$ cat config.mk
export PLATFORM = sky130hd
export DESIGN_NAME = audio_gain_ramp
export DESIGN_NICKNAME = d
export VERILOG_FILES = /design/src/agr_pkg.sv /design/src/audio_gain_ramp.sv
export VERILOG_INCLUDE_DIRS = /design/src /design/src/src
export SDC_FILE = /design/constraint.sdc
export NUM_CORES = 2
export LEC_CHECK = 0
export BUFFER_PORTS_ARGS = -buffer_cell sky130_fd_sc_hd__buf_2
export CORE_ASPECT_RATIO = 0.8
export CORE_MARGIN = 4
export CORE_UTILIZATION = 30
export DETAILED_ROUTE_END_ITERATION = 10
export SYNTH_ARGS = -nofsm -noshare
export SYNTH_HDL_FRONTEND = slang
export SYNTH_SLANG_ARGS = --single-unit
$ cat constraint.sdc
create_clock -name aclk -period 21.2 [get_ports aclk]
set_input_delay 1.06 -clock aclk [delete_from_list [all_inputs] [get_ports aclk]]
set_output_delay 1.06 -clock aclk [all_outputs]
set_load 0.01 [all_outputs]
$ cat src/assert_macros.svh
// assertion macros shared by the rtl files
// no dependencies; clock aclk and reset aresetn are taken from the including module
`ifndef ASSERT_MACROS_SVH
`define ASSERT_MACROS_SVH

// same-cycle implication, off while in reset
`define ASSERT_IMPL(label, ante, cons, msg) \
    label: assert property (@(posedge aclk) disable iff (!aresetn) (ante) |-> (cons)) \
        else $error(msg);

// next-cycle implication, off while in reset
`define ASSERT_NEXT(label, ante, cons, msg) \
    label: assert property (@(posedge aclk) disable iff (!aresetn) (ante) |=> (cons)) \
        else $error(msg);

`endif

$ cat src/agr_pkg.sv
// types and constants for the audio gain ramp
// no dependencies
`default_nettype none

package agr_pkg;

    localparam int SAMPLE_BITS    = 24;
    localparam int MAX_CHANNELS   = 8;

    localparam int GAIN_FRAC      = 36;
    localparam int MUL_FRAC       = 20;
    localparam int GAIN_BITS      = 40;
    localparam int DIFF_BITS      = GAIN_BITS + 1;
    localparam int TARGET_BITS    = 24;
    localparam int RFPU_BITS      = 16;
    localparam int RFPU_IDX_BITS  = 4;
    localparam int CHAN_BITS      = 4;
    localparam int THR_BITS       = 10;
    localparam int FRAMES_BITS    = 20;
    localparam int POS_BITS       = (MAX_CHANNELS > 1) ? $clog2(MAX_CHANNELS) : 1;
    localparam int CH_CMP_BITS    = (CHAN_BITS > POS_BITS + 1) ? CHAN_BITS : POS_BITS + 1;
    localparam int ACC_BITS       = RFPU_BITS + GAIN_BITS;
    localparam int ALU_BITS       = ACC_BITS + 1;
    localparam int CNT_BITS       = 6;

    localparam int CFG_INDEX_BITS = 3;
    localparam int CFG_DATA_BITS  = 24;

    localparam logic [CFG_INDEX_BITS-1:0] CFG_TARGET_GAIN    = 3'd0;
    localparam logic [CFG_INDEX_BITS-1:0] CFG_RAMP_FRAMES    = 3'd1;
    localparam logic [CFG_INDEX_BITS-1:0] CFG_CHANNEL_COUNT  = 3'd2;
    localparam logic [CFG_INDEX_BITS-1:0] CFG_GAIN_THRESHOLD = 3'd3;

    localparam logic [TARGET_BITS-1:0] TARGET_RESET    = 24'd1048576;
    localparam logic [RFPU_BITS-1:0]   RFPU_RESET      = 16'd2400;
    localparam logic [CHAN_BITS-1:0]   CHANNELS_RESET  = 4'd2;
    localparam logic [THR_BITS-1:0]    THRESHOLD_RESET = 10'd21;

    typedef enum logic [3:0] {
        ST_IDLE,
        ST_DIFF,
        ST_ABS,
        ST_MUL,
        ST_LEN,
        ST_DIV,
        ST_SIGN,
        ST_FRAME,
        ST_PROD,
        ST_OUT
    } state_t;

endpackage

`default_nettype wire

$ cat src/audio_gain_ramp.sv
// audio gain ramp: scales interleaved samples by a linearly ramped gain
// flow: a request is taken in idle, then passes the frame, product and output steps;
//   a planning block start first runs difference, magnitude, 16 shift-add multiply
//   steps, length, 40 divide steps and sign; one sample is in flight at a time
// reset: synchronous active-low; registers return to defaults, gain and ramp to zero
// depends on agr_pkg and assert_macros.svh
`default_nettype none
`include "assert_macros.svh"

module audio_gain_ramp
    import agr_pkg::*;
(
    input  wire logic                          aclk,
    input  wire logic                          aresetn,
    input  wire logic                          cfg_we,
    input  wire logic [CFG_INDEX_BITS-1:0]     cfg_index,
    input  wire logic [CFG_DATA_BITS-1:0]      cfg_data,
    input  wire logic                          s_valid,
    output logic                               s_ready,
    input  wire logic signed [SAMPLE_BITS-1:0] s_sample_in,
    input  wire logic                          s_block_start,
    output logic                               m_valid,
    input  wire logic                          m_ready,
    output logic signed [SAMPLE_BITS-1:0]      m_sample_out,
    output logic                               m_saturated
);

    localparam int PROD_BITS = SAMPLE_BITS + TARGET_BITS;
    localparam int RND_BITS  = PROD_BITS + 1;
    localparam int SHR_BITS  = RND_BITS - MUL_FRAC;
    localparam int REM_BITS  = FRAMES_BITS;

    // configuration
    logic [TARGET_BITS-1:0] target_reg;
    logic [RFPU_BITS-1:0]   rfpu_reg;
    logic [CHAN_BITS-1:0]   chan_reg;
    logic [THR_BITS-1:0]    thr_reg;

    // sequencer and datapath state
    state_t                        state_reg, state_next;
    logic signed [GAIN_BITS-1:0]   gain_reg, gain_next;
    logic signed [GAIN_BITS-1:0]   step_reg, step_next;
    logic signed [GAIN_BITS-1:0]   ramp_end_reg, ramp_end_next;
    logic [FRAMES_BITS-1:0]        frames_reg, frames_next;
    logic [POS_BITS-1:0]           pos_reg, pos_next;
    logic                          started_reg, started_next;
    logic                          in_ramp_reg, in_ramp_next;
    logic signed [SAMPLE_BITS-1:0] sample_reg, sample_next;
    logic signed [DIFF_BITS-1:0]   diff_reg, diff_next;
    logic [GAIN_BITS-1:0]          mag_reg, mag_next;
    logic [ACC_BITS-1:0]           acc_reg, acc_next;
    logic [REM_BITS-1:0]           rem_reg, rem_next;
    logic [CNT_BITS-1:0]           cnt_reg, cnt_next;
    logic signed [PROD_BITS-1:0]   prod_reg, prod_next;
    logic                          bypass_reg, bypass_next;
    logic                          mute_reg, mute_next;
    logic                          m_valid_reg, m_valid_next;
    logic signed [SAMPLE_BITS-1:0] m_sample_reg, m_sample_next;
    logic                          m_sat_reg, m_sat_next;

    // shared adder
    logic [ALU_BITS-1:0] alu_a, alu_b, alu_y;
    logic                alu_sub;

    logic signed [GAIN_BITS-1:0]   target_q36;
    logic [FRAMES_BITS-1:0]        len_w;
    logic [REM_BITS:0]             rem_sh;
    logic                          borrow;
    logic                          out_free;
    logic signed [TARGET_BITS-1:0] gain_q20;
    logic signed [DIFF_BITS-1:0]   d_unity, gain_ext, thr_pos, thr_neg;
    logic [CH_CMP_BITS-1:0]        chan_eff, pos_inc;
    logic signed [RND_BITS-1:0]    rsum;
    logic signed [SHR_BITS-1:0]    shr, smax, smin;

    assign target_q36 = {target_reg, {(GAIN_FRAC - MUL_FRAC){1'b0}}};
    assign len_w      = acc_reg[ACC_BITS-1:GAIN_FRAC];
    assign rem_sh     = {rem_reg, mag_reg[GAIN_BITS-1]};
    assign borrow     = alu_y[ALU_BITS-1];
    assign out_free   = !m_valid_reg || m_ready;
    assign gain_q20   = gain_reg[GAIN_BITS-1:GAIN_FRAC-MUL_FRAC];

    assign s_ready      = (state_reg == ST_IDLE);
    assign m_valid      = m_valid_reg;
    assign m_sample_out = m_sample_reg;
    assign m_saturated  = m_sat_reg;

    // bypass and mute windows, threshold scaled to 36 fraction bits
    assign gain_ext = {gain_reg[GAIN_BITS-1], gain_reg};
    assign d_unity  = gain_ext - (DIFF_BITS'(1) <<< GAIN_FRAC);
    assign thr_pos  = {{(DIFF_BITS - THR_BITS - GAIN_FRAC + MUL_FRAC){1'b0}}, thr_reg,
                       {(GAIN_FRAC - MUL_FRAC){1'b0}}};
    assign thr_neg  = -thr_pos;

    // effective channel count clamped to 1..MAX_CHANNELS
    always_comb begin
        if (chan_reg == '0) begin
            chan_eff = CH_CMP_BITS'(1);
        end else if (CH_CMP_BITS'(chan_reg) > CH_CMP_BITS'(MAX_CHANNELS)) begin
            chan_eff = CH_CMP_BITS'(MAX_CHANNELS);
        end else begin
            chan_eff = CH_CMP_BITS'(chan_reg);
        end
    end
    assign pos_inc = CH_CMP_BITS'(pos_reg) + CH_CMP_BITS'(1);

    // round half up, then saturate
    assign rsum = {prod_reg[PROD_BITS-1], prod_reg}
                + {{(RND_BITS - MUL_FRAC){1'b0}}, 1'b1, {(MUL_FRAC - 1){1'b0}}};
    assign shr  = rsum[RND_BITS-1:MUL_FRAC];
    assign smax = {{(SHR_BITS - SAMPLE_BITS + 1){1'b0}}, {(SAMPLE_BITS - 1){1'b1}}};
    assign smin = {{(SHR_BITS - SAMPLE_BITS + 1){1'b1}}, {(SAMPLE_BITS - 1){1'b0}}};

    // operand select for the shared adder
    always_comb begin
        alu_a   = '0;
        alu_b   = '0;
        alu_sub = 1'b0;
        case (state_reg)
            ST_DIFF: begin
                alu_a   = {{(ALU_BITS - GAIN_BITS){target_q36[GAIN_BITS-1]}}, target_q36};
                alu_b   = {{(ALU_BITS - GAIN_BITS){gain_reg[GAIN_BITS-1]}}, gain_reg};
                alu_sub = 1'b1;
            end
            ST_ABS: begin
                if (diff_reg[DIFF_BITS-1]) begin
                    alu_b   = {{(ALU_BITS - DIFF_BITS){diff_reg[DIFF_BITS-1]}}, diff_reg};
                    alu_sub = 1'b1;
                end else begin
                    alu_a = {{(ALU_BITS - DIFF_BITS){1'b0}}, diff_reg};
                end
            end
            ST_MUL: begin
                alu_a = {1'b0, acc_reg[ACC_BITS-2:0], 1'b0};
                if (rfpu_reg[cnt_reg[RFPU_IDX_BITS-1:0]]) begin
                    alu_b = {{(ALU_BITS - GAIN_BITS){1'b0}}, mag_reg};
                end
            end
            ST_DIV: begin
                alu_a   = {{(ALU_BITS - REM_BITS - 1){1'b0}}, rem_sh};
                alu_b   = {{(ALU_BITS - FRAMES_BITS){1'b0}}, len_w};
                alu_sub = 1'b1;
            end
            ST_SIGN: begin
                alu_b   = {{(ALU_BITS - GAIN_BITS){1'b0}}, mag_reg};
                alu_sub = diff_reg[DIFF_BITS-1];
                if (!diff_reg[DIFF_BITS-1]) begin
                    alu_a = alu_b;
                    alu_b = '0;
                end
            end
            ST_FRAME: begin
                alu_a = {{(ALU_BITS - GAIN_BITS){gain_reg[GAIN_BITS-1]}}, gain_reg};
                alu_b = {{(ALU_BITS - GAIN_BITS){step_reg[GAIN_BITS-1]}}, step_reg};
            end
            default: begin
            end
        endcase
    end
    assign alu_y = alu_sub ? (alu_a - alu_b) : (alu_a + alu_b);

    // next state
    always_comb begin
        state_next = state_reg;
        case (state_reg)
            ST_IDLE: begin
                if (s_valid) begin
                    state_next = (s_block_start && started_reg) ? ST_DIFF : ST_FRAME;
                end
            end
            ST_DIFF: begin
                state_next = (target_q36 == gain_reg) ? ST_FRAME : ST_ABS;
            end
            ST_ABS: begin
                state_next = ST_MUL;
            end
            ST_MUL: begin
                if (cnt_reg == '0) begin
                    state_next = ST_LEN;
                end
            end
            ST_LEN: begin
                state_next = (len_w == '0) ? ST_FRAME : ST_DIV;
            end
            ST_DIV: begin
                if (cnt_reg == '0) begin
                    state_next = ST_SIGN;
                end
            end
            ST_SIGN: begin
                state_next = ST_FRAME;
            end
            ST_FRAME: begin
                state_next = ST_PROD;
            end
            ST_PROD: begin
                state_next = ST_OUT;
            end
            ST_OUT: begin
                if (out_free) begin
                    state_next = ST_IDLE;
                end
            end
            default: begin
                state_next = ST_IDLE;
            end
        endcase
    end

    // datapath updates
    always_comb begin
        gain_next     = gain_reg;
        step_next     = step_reg;
        ramp_end_next = ramp_end_reg;
        frames_next   = frames_reg;
        pos_next      = pos_reg;
        started_next  = started_reg;
        in_ramp_next  = in_ramp_reg;
        sample_next   = sample_reg;
        diff_next     = diff_reg;
        mag_next      = mag_reg;
        acc_next      = acc_reg;
        rem_next      = rem_reg;
        cnt_next      = cnt_reg;
        prod_next     = prod_reg;
        bypass_next   = bypass_reg;
        mute_next     = mute_reg;
        m_valid_next  = m_valid_reg && !m_ready;
        m_sample_next = m_sample_reg;
        m_sat_next    = m_sat_reg;
        case (state_reg)
            ST_IDLE: begin
                if (s_valid) begin
                    sample_next = s_sample_in;
                    if (s_block_start) begin
                        pos_next = '0;
                        // first block after reset jumps straight to the target
                        if (!started_reg) begin
                            started_next = 1'b1;
                            gain_next    = target_q36;
                            frames_next  = '0;
                        end
                    end
                end
            end
            ST_DIFF: begin
                diff_next = alu_y[DIFF_BITS-1:0];
                if (target_q36 == gain_reg) begin
                    frames_next = '0;
                end
            end
            ST_ABS: begin
                mag_next = alu_y[GAIN_BITS-1:0];
                acc_next = '0;
                cnt_next = CNT_BITS'(RFPU_BITS - 1);
            end
            ST_MUL: begin
                acc_next = alu_y[ACC_BITS-1:0];
                cnt_next = cnt_reg - CNT_BITS'(1);
            end
            ST_LEN: begin
                if (len_w == '0) begin
                    frames_next = '0;
                end else begin
                    rem_next = '0;
                    cnt_next = CNT_BITS'(GAIN_BITS - 1);
                end
            end
            ST_DIV: begin
                // restoring divide, quotient bits shift into mag
                rem_next = borrow ? rem_sh[REM_BITS-1:0] : alu_y[REM_BITS-1:0];
                mag_next = {mag_reg[GAIN_BITS-2:0], !borrow};
                cnt_next = cnt_reg - CNT_BITS'(1);
            end
            ST_SIGN: begin
                step_next     = alu_y[GAIN_BITS-1:0];
                frames_next   = len_w;
                ramp_end_next = target_q36;
            end
            ST_FRAME: begin
                if (pos_reg == '0) begin
                    if (frames_reg != '0) begin
                        frames_next  = frames_reg - FRAMES_BITS'(1);
                        in_ramp_next = 1'b1;
                        gain_next    = (frames_reg == FRAMES_BITS'(1)) ? ramp_end_reg
                                                                       : alu_y[GAIN_BITS-1:0];
                    end else begin
                        in_ramp_next = 1'b0;
                    end
                end
            end
            ST_PROD: begin
                prod_next   = sample_reg * gain_q20;
                bypass_next = !in_ramp_reg && (d_unity < thr_pos) && (d_unity > thr_neg);
                mute_next   = !in_ramp_reg && (gain_ext < thr_pos) && (gain_ext > thr_neg);
                pos_next    = (pos_inc >= chan_eff) ? '0 : pos_inc[POS_BITS-1:0];
            end
            ST_OUT: begin
                if (out_free) begin
                    m_valid_next = 1'b1;
                    if (bypass_reg) begin
                        m_sample_next = sample_reg;
                        m_sat_next    = 1'b0;
                    end else if (mute_reg) begin
                        m_sample_next = '0;
                        m_sat_next    = 1'b0;
                    end else if (shr > smax) begin
                        m_sample_next = smax[SAMPLE_BITS-1:0];
                        m_sat_next    = 1'b1;
                    end else if (shr < smin) begin
                        m_sample_next = smin[SAMPLE_BITS-1:0];
                        m_sat_next    = 1'b1;
                    end else begin
                        m_sample_next = shr[SAMPLE_BITS-1:0];
                        m_sat_next    = 1'b0;
                    end
                end
            end
            default: begin
            end
        endcase
    end

    always_ff @(posedge aclk) begin
        if (!aresetn) begin
            target_reg <= TARGET_RESET;
            rfpu_reg   <= RFPU_RESET;
            chan_reg   <= CHANNELS_RESET;
            thr_reg    <= THRESHOLD_RESET;
        end else if (cfg_we) begin
            case (cfg_index)
                CFG_TARGET_GAIN:    target_reg <= cfg_data[TARGET_BITS-1:0];
                CFG_RAMP_FRAMES:    rfpu_reg   <= cfg_data[RFPU_BITS-1:0];
                CFG_CHANNEL_COUNT:  chan_reg   <= cfg_data[CHAN_BITS-1:0];
                CFG_GAIN_THRESHOLD: thr_reg    <= cfg_data[THR_BITS-1:0];
                default: begin
                end
            endcase
        end
    end

    always_ff @(posedge aclk) begin
        if (!aresetn) begin
            state_reg    <= ST_IDLE;
            gain_reg     <= '0;
            step_reg     <= '0;
            ramp_end_reg <= '0;
            frames_reg   <= '0;
            pos_reg      <= '0;
            started_reg  <= 1'b0;
            in_ramp_reg  <= 1'b0;
            cnt_reg      <= '0;
            m_valid_reg  <= 1'b0;
        end else begin
            state_reg    <= state_next;
            gain_reg     <= gain_next;
            step_reg     <= step_next;
            ramp_end_reg <= ramp_end_next;
            frames_reg   <= frames_next;
            pos_reg      <= pos_next;
            started_reg  <= started_next;
            in_ramp_reg  <= in_ramp_next;
            cnt_reg      <= cnt_next;
            m_valid_reg  <= m_valid_next;
        end
    end

    always_ff @(posedge aclk) begin
        sample_reg   <= sample_next;
        diff_reg     <= diff_next;
        mag_reg      <= mag_next;
        acc_reg      <= acc_next;
        rem_reg      <= rem_next;
        prod_reg     <= prod_next;
        bypass_reg   <= bypass_next;
        mute_reg     <= mute_next;
        m_sample_reg <= m_sample_next;
        m_sat_reg    <= m_sat_next;
    end

    // one request at a time
    `ASSERT_NEXT(a_one_at_a_time, s_valid && s_ready, !s_ready,
        "request accepted while previous one still in flight")
    // remainder stays below the ramp length during division
    `ASSERT_IMPL(a_rem_below_len, state_reg == ST_DIV, rem_reg < len_w,
        "divider remainder not below divisor")
    // ramp frame counter only steps down by one
    `ASSERT_NEXT(a_frames_step,
        state_reg == ST_FRAME && pos_reg == '0 && frames_reg != '0,
        frames_reg == $past(frames_reg) - FRAMES_BITS'(1),
        "ramp frame counter did not step by one")
    // a new result appears only out of the output step
    `ASSERT_IMPL(a_result_from_out, $rose(m_valid), $past(state_reg == ST_OUT),
        "result appeared outside the output step")

endmodule

`default_nettype wire

== After elaboration in Yosys (flattened, before gate mapping) ==
Cells that the tools add are included.

* Flip-flop bits (word level): 450
* Input bits: 57
* Output and inout port bits: 27
* Word-level logic and storage cells: 166

* $add $sub $neg: 8
* $mul: 1
* $lt $le $gt $ge: 9
* Equal/unequal tests: 25
* Mux-type cells: 57
* Reduce and logical (&&, ||, !) cells: 42

{| class="wikitable"
|+ Operator list
! kind !! count
|-
| $pmux 57 s6 || 2
|-
| $mux 40 || 10
|-
| $mux 20 || 9
|-
| $pmux 40 s2 || 2
|-
| $mux 57 || 2
|-
| $pmux 56 s2 || 1
|-
| $pmux 20 s5 || 1
|-
| $mux 24 || 4
|-
| $add 57x57->57 || 1
|-
| $sub 57x57->57 || 1
|-
| $add 48x21->49 const B || 1
|-
| $mul 24x24->48 || 1
|-
| $gt 40x41->1 || 1
|-
| $gt 41x41->1 || 1
|-
| $lt 41x27->1 || 1
|-
| $neg 26->41 || 1
|-
| $sub 40x38->41 const B || 1
|-
| $eq 40x40->1 || 1
|-
| $lt 40x27->1 || 1
|-
| $pmux 20 s2 || 1
|-
| $pmux 4 s10 || 1
|-
| $gt 29x24->1 const B || 1
|-
| $lt 29x24->1 const B || 1
|-
| $mux 4 || 6
|-
| 40 further kinds || 90
|}

== Longest topological paths before layout ==
* Depth in word-level cells: 10
* Mapped depth: 31
* Gate-level depth less buffers: 26

== Worst setup path after synthesis ==
No wires, ideal clock.

* Path type: reg-to-reg
* From: reg gain_reg[16]
* To: reg prod_reg[44], data pin
* Arrival time: 7.111 ns
* Data required time: 20.942 ns
* Path slack: 13.832 ns
* Stages on the path, launching flop included: 26
* Path buffers: 2
* Cell sequence: dfxtp_1 -> clkbuf_1 -> clkbuf_1 -> nand2_1 -> inv_1 -> fa_1 -> fa_1 -> inv_1 -> fa_1 -> inv_1 -> fa_1 -> fa_1 -> fa_1 -> inv_1 -> fa_1 -> inv_1 -> ha_1 -> a21oi_1 -> a21oi_1 -> o21ai_0 -> nand2b_1 -> a21o_1 -> a221oi_1 -> nor2b_1 -> nor2_1 -> xnor2_1

* Longest elaborated chain between the ends: 1

{| class="wikitable"
|+ RTL lines
! item !! line !! text
|-
| start: declaration || audio_gain_ramp.sv:41 || <nowiki>logic signed [GAIN_BITS-1:0] gain_reg, gain_next;</nowiki>
|-
| start signal: assignment || audio_gain_ramp.sv:356 || <nowiki>gain_reg <= gain_next;</nowiki>
|-
| $mul 24x24->48 || audio_gain_ramp.sv:293 || <nowiki>prod_next = sample_reg * gain_q20;</nowiki>
|-
| end signal: assignment || audio_gain_ramp.sv:374 || <nowiki>prod_reg <= prod_next;</nowiki>
|-
| end: declaration || audio_gain_ramp.sv:54 || <nowiki>logic signed [PROD_BITS-1:0] prod_reg, prod_next;</nowiki>
|}

No other way between the ends.
A chain may end at the register's enable or synchronous reset.

== Worst setup path in the final report ==
* From: reg state_reg[1]
* To: reg rem_reg[12], data pin

* Longest elaborated chain between the ends: 6

{| class="wikitable"
|+ RTL lines
! item !! line !! text
|-
| start: declaration || audio_gain_ramp.sv:40 || <nowiki>state_t state_reg, state_next;</nowiki>
|-
| start signal: assignment || audio_gain_ramp.sv:355 || <nowiki>state_reg <= state_next;</nowiki>
|-
| $eq 4x3->1, or another cell as far along || audio_gain_ramp.sv:119 || <nowiki>case (state_reg)</nowiki>
|-
| $pmux 57 s6 / $reduce_or 2->1 (equally long branches) || n/a ||
|-
| $add 57x57->57, or another cell as far along || audio_gain_ramp.sv:160 || <nowiki>assign alu_y = alu_sub ? (alu_a - alu_b) : (alu_a + alu_b);</nowiki>
|-
| $mux 57 || audio_gain_ramp.sv:160 ||
|-
| $mux 20 || audio_gain_ramp.sv:271 || <nowiki>rem_next = borrow ? rem_sh[REM_BITS-1:0] : alu_y[REM_BITS-1:0];</nowiki>
|-
| $pmux 20 s2 * || audio_gain_ramp.sv:231 || <nowiki>case (state_reg)</nowiki>
|-
| end signal: assignment || audio_gain_ramp.sv:373 || <nowiki>rem_reg <= rem_next;</nowiki>
|-
| end: declaration || audio_gain_ramp.sv:52 || <nowiki>logic [REM_BITS-1:0] rem_reg, rem_next;</nowiki>
|}

Mark *: on every way between the ends. The rest lies on a longest branch, timed or not.

==> summary.txt <==
Final layout
  – Nets: between 6,000 and 7,000
  – Max reg flops: 56
  – Layout overhead on the synthesized area: 9.43%
  – Area used by multi-input combinational logic: 32,600 sq um
  – Register Area: about 11,000 sq um
  – Antenna Diode Count: 0
  – Layout cell share with drive strength beyond 1: 0.0719
  – Filler cell count: 16,200

Floorplan
  – Area of the die: roughly 160,000 sq um
  – Horiz. Die Dim: approximately 450 um
  – Top-level I/O count: 84
  – Area of the placeable core: 157,000 sq um
  – Initial core utilization: 0.302
  – Cell row count: 130
  – Vert. Die Dim: 363 um

Setup path
  – Path type of the worst setup path: reg2reg
  – R2R Path Start: state_reg[1]
  – Worst path cell trace: buf_4, nand2b_1, nor2_4, nand2_1, o21ai_0, nor4_2, buf_4, a31oi_4, inv_1, ha_1, and3_1, nand4_1, nor4b_1, nand2_1, o41ai_1, a21boi_0, o21ai_1, xor2_4, mux2i_1, nor2_1
  – Critical-path top delay cell: xor2_4
  – Flop-to-flop setup slack: ~12 ns
  – Largest delay contributor family on the critical path: simple AND/OR/NAND/NOR gates
  – Sort of element at the end of the critical path: register
  – Worst path max stage delay: about 0.85 ns
  – Worst EP arrival: ~9.8 ns
  – Worst reg2reg path depth: 20
  – Highest net fanout along the worst path: between 40 and 50
  – Reg-to-reg endpoint: rem_reg[12]
  – Buf+Inv Stages, Crit Path: 3
  – Startpoint class of the critical path: register
  – Critical path required time: between 20 and 25 ns

CTS
  – Inserted Clock Buffers: slightly above 50
  – Post-CTS resize count: 0
  – Cts-stage hold buffer count: 0
  – Bufs on Longest Clock Path: 3
  – Number of buffers added for setup after CTS: 0
  – Clk root buf: clkbuf_16
  – Sinks on the clock net: around 430
  – Skew-Pair Late Insertion Delay: around 0.67 ns
  – Clock-pin slew on the worst setup and hold paths: ~0.07 ns
  – CTS tree: built
  – Total number of H-tree levels: 2

STA
  – Slew at the pin with the worst max-slew slack: 1.16 ns
  – Fin Clk Skew: roughly 0.043 ns
  – Setup tns final: 0 ns
  – Unrepaired setup endpoints after global routing: false
  – Total count of max-transition violations in the final report: 0
  – Worst max-slew margin expressed relative to the limit: 0.228
  – Final period util: 0.442
  – Final setup violating endpoints: 0
  – Minimum period implied by the final worst setup slack: 9.36 ns
  – Hold Violations, Final: 0
  – Maximum clock frequency: between 0.1 and 0.15 GHz

Route
  – Vias: between 30,000 and 40,000
  – Total Wirelength: between 150,000 and 200,000 um
  – Total DRC errors in the routed layout: 0
  – Routed Antenna Nets: 0
  – Average wire per standard cell: 20.6 um
  – DRC violation total after the first TritonRoute iteration: roughly 3,900
  – First-pass detailed-route iteration total: 6
  – Ratio of routed vias to standard cells: roughly 5.2

GRT
  – Residual overflow from global routing: 0
  – Vias in the first global route: just under 40,000
  – Initial antenna violation count: 3
  – Wire length of the first global-routing pass: approximately 230,000 um
  – Largest net degree at the start of global routing: approximately 90
  – Total track usage: 0.182

Place
  – Post-DP HPWL: 110,000 um
  – Input/output buffers: 83
  – Gp weighted congestion: 0.940

Status
  – Outcome: complete, no violations

Synthesis
  – Dominant combinational cell family by area after synthesis: adder cells
  – Async set-reset flop share out of synthesis: 0
  – Number of distinct library cells after synthesis: 87
  – Synthesized area: ~47,000 sq um
  – Sequential share of the synthesized area: 0.232
  – Warnings, synthesis: 0
  – Synth Instances: roughly 5,200
  – Share of the synthesized area in compound gates (AO/OA/AOI/OAI): 0.133
  – Total nets after synthesis: approximately 6,100
  – Basic-gate share of the synthesized area counting and, or, nand and nor cells: 0.172
  – Multiplexer share of the synthesized area: 0.0289
  – Main flop type after synthesis: edfxtp_1
  – Xor/xnor share of the synthesized area: 0.0333
  – Synthesized-area fraction occupied by adder cells: 0.320
  – Post-synthesis average cell area: 9.07 sq um
  – Number of flops mapped to enable cells by yosys: between 200 and 250
  – Synthesized flop and latch total: between 400 and 500

Min path
  – Worst hold path startpoint: rfpu_reg[10]
  – Hold endpoint: rfpu_reg[10]
  – Hold Crit Depth: 2
  – Class of the tightest hold or removal check: reg2reg

Flow run
  – Max-cap violation count: 0
==> cell families (layout without fill, tap and decap cells) <==
kind of cell | after synthesis | in the layout
AND/OR/NAND/NOR | 1724 | 1724
buffers and inverters | 1010 | 982
AO/OA/AOI/OAI | 915 | 915
adder cells (fa/ha/maj) | 847 | 847
flip-flops | 431 | 431
XOR/XNOR | 178 | 178
multiplexers | 122 | 122
==> worst max-delay path by stage <==
stage / start / to / slack (ns) / cells after the start
after floorplan: gain_reg[16] / prod_reg[44] / 13.83 / 25
after global placement: state_reg[1] / rem_reg[14] / 12.32 / 21
after detailed placement: state_reg[1] / rem_reg[12] / 12.13 / 20
after CTS: state_reg[1] / rem_reg[12] / 12.06 / 20
after global routing: state_reg[1] / rem_reg[5] / 11.31 / 21
final: state_reg[1] / rem_reg[12] / 11.84 / 20
==> synth_stat cells, drive strengths merged, types with 118 or more instances <==
library cell  number  share of area
ha               240          0.063
nand2            831          0.066
edfxtp           237           0.15
nor2             221          0.018
o21ai            138          0.015
fa               607           0.26
inv              703          0.056
dfxtp            194          0.082
a21oi            165          0.017
clkbuf           255          0.020
a21boi           118          0.019
and2             322          0.043
==> layout by cell type, fill, tap and decap left out, types with 80 or more instances in the layout <==
cell,netlist,routed
a21oi_1,165,165
nor2_1,221,217
inv_1,703,703
xnor2_1,97,97
buf_4,4,100
fa_1,607,607
nand2_1,831,829
and2_1,322,320
buf_2,10,82
ha_1,240,240
a21boi_0,118,118
edfxtp_1,237,237
o21ai_0,137,137
xor2_1,80,80
dfxtp_1,194,192
==> tightest hold or removal path: stages, from the launching register on <==
cell	delay, ns
dfxtp_1	0.31
nand2_1	0.04
a21boi_0	0.06
==> metal layers <==
layer,routed length (um),vias up,GRT usage,share of wire
li1,-,17000,-,-
met4,4450,0,0.0543,0.030
met5,0,-,0,0
met3,12800,207,0.0313,0.085
met1,67600,19200,0.261,0.45
met2,65800,1557,0.281,0.44
==> final cells by class <==
cell class	count	share of cell area
flip-flops and latches	431	0.212
clock inverters	28	0.00683
inverters	705	0.0510
multi-input cells	3786	0.628
well taps	2112	0.0510
repair buffers	182	0.0224
clock buffers	67	0.0281
==> stage by stage <==
step / cell area [sq um] / std cells / worst slack (ns) / util / hold slack, ns
2_1_floorplan: 47400 / 5227 / 13.83 / - / 0.435
3_3_place_gp: 50000 / 7216 / 12.32 / 0.319 / 0.449
3_5_place_dp: 50000 / 7216 / 12.13 / 0.319 / 0.459
4_1_cts: 51900 / 7311 / 12.06 / 0.330 / 0.466
5_1_grt: 51900 / 7311 / 11.31 / 0.330 / 0.481
6_report: 51900 / 7311 / 11.84 / 0.330 / 0.463
Power is not shown: default switching activity piles up to over one toggle a cycle in this logic, so the estimate is an artifact.
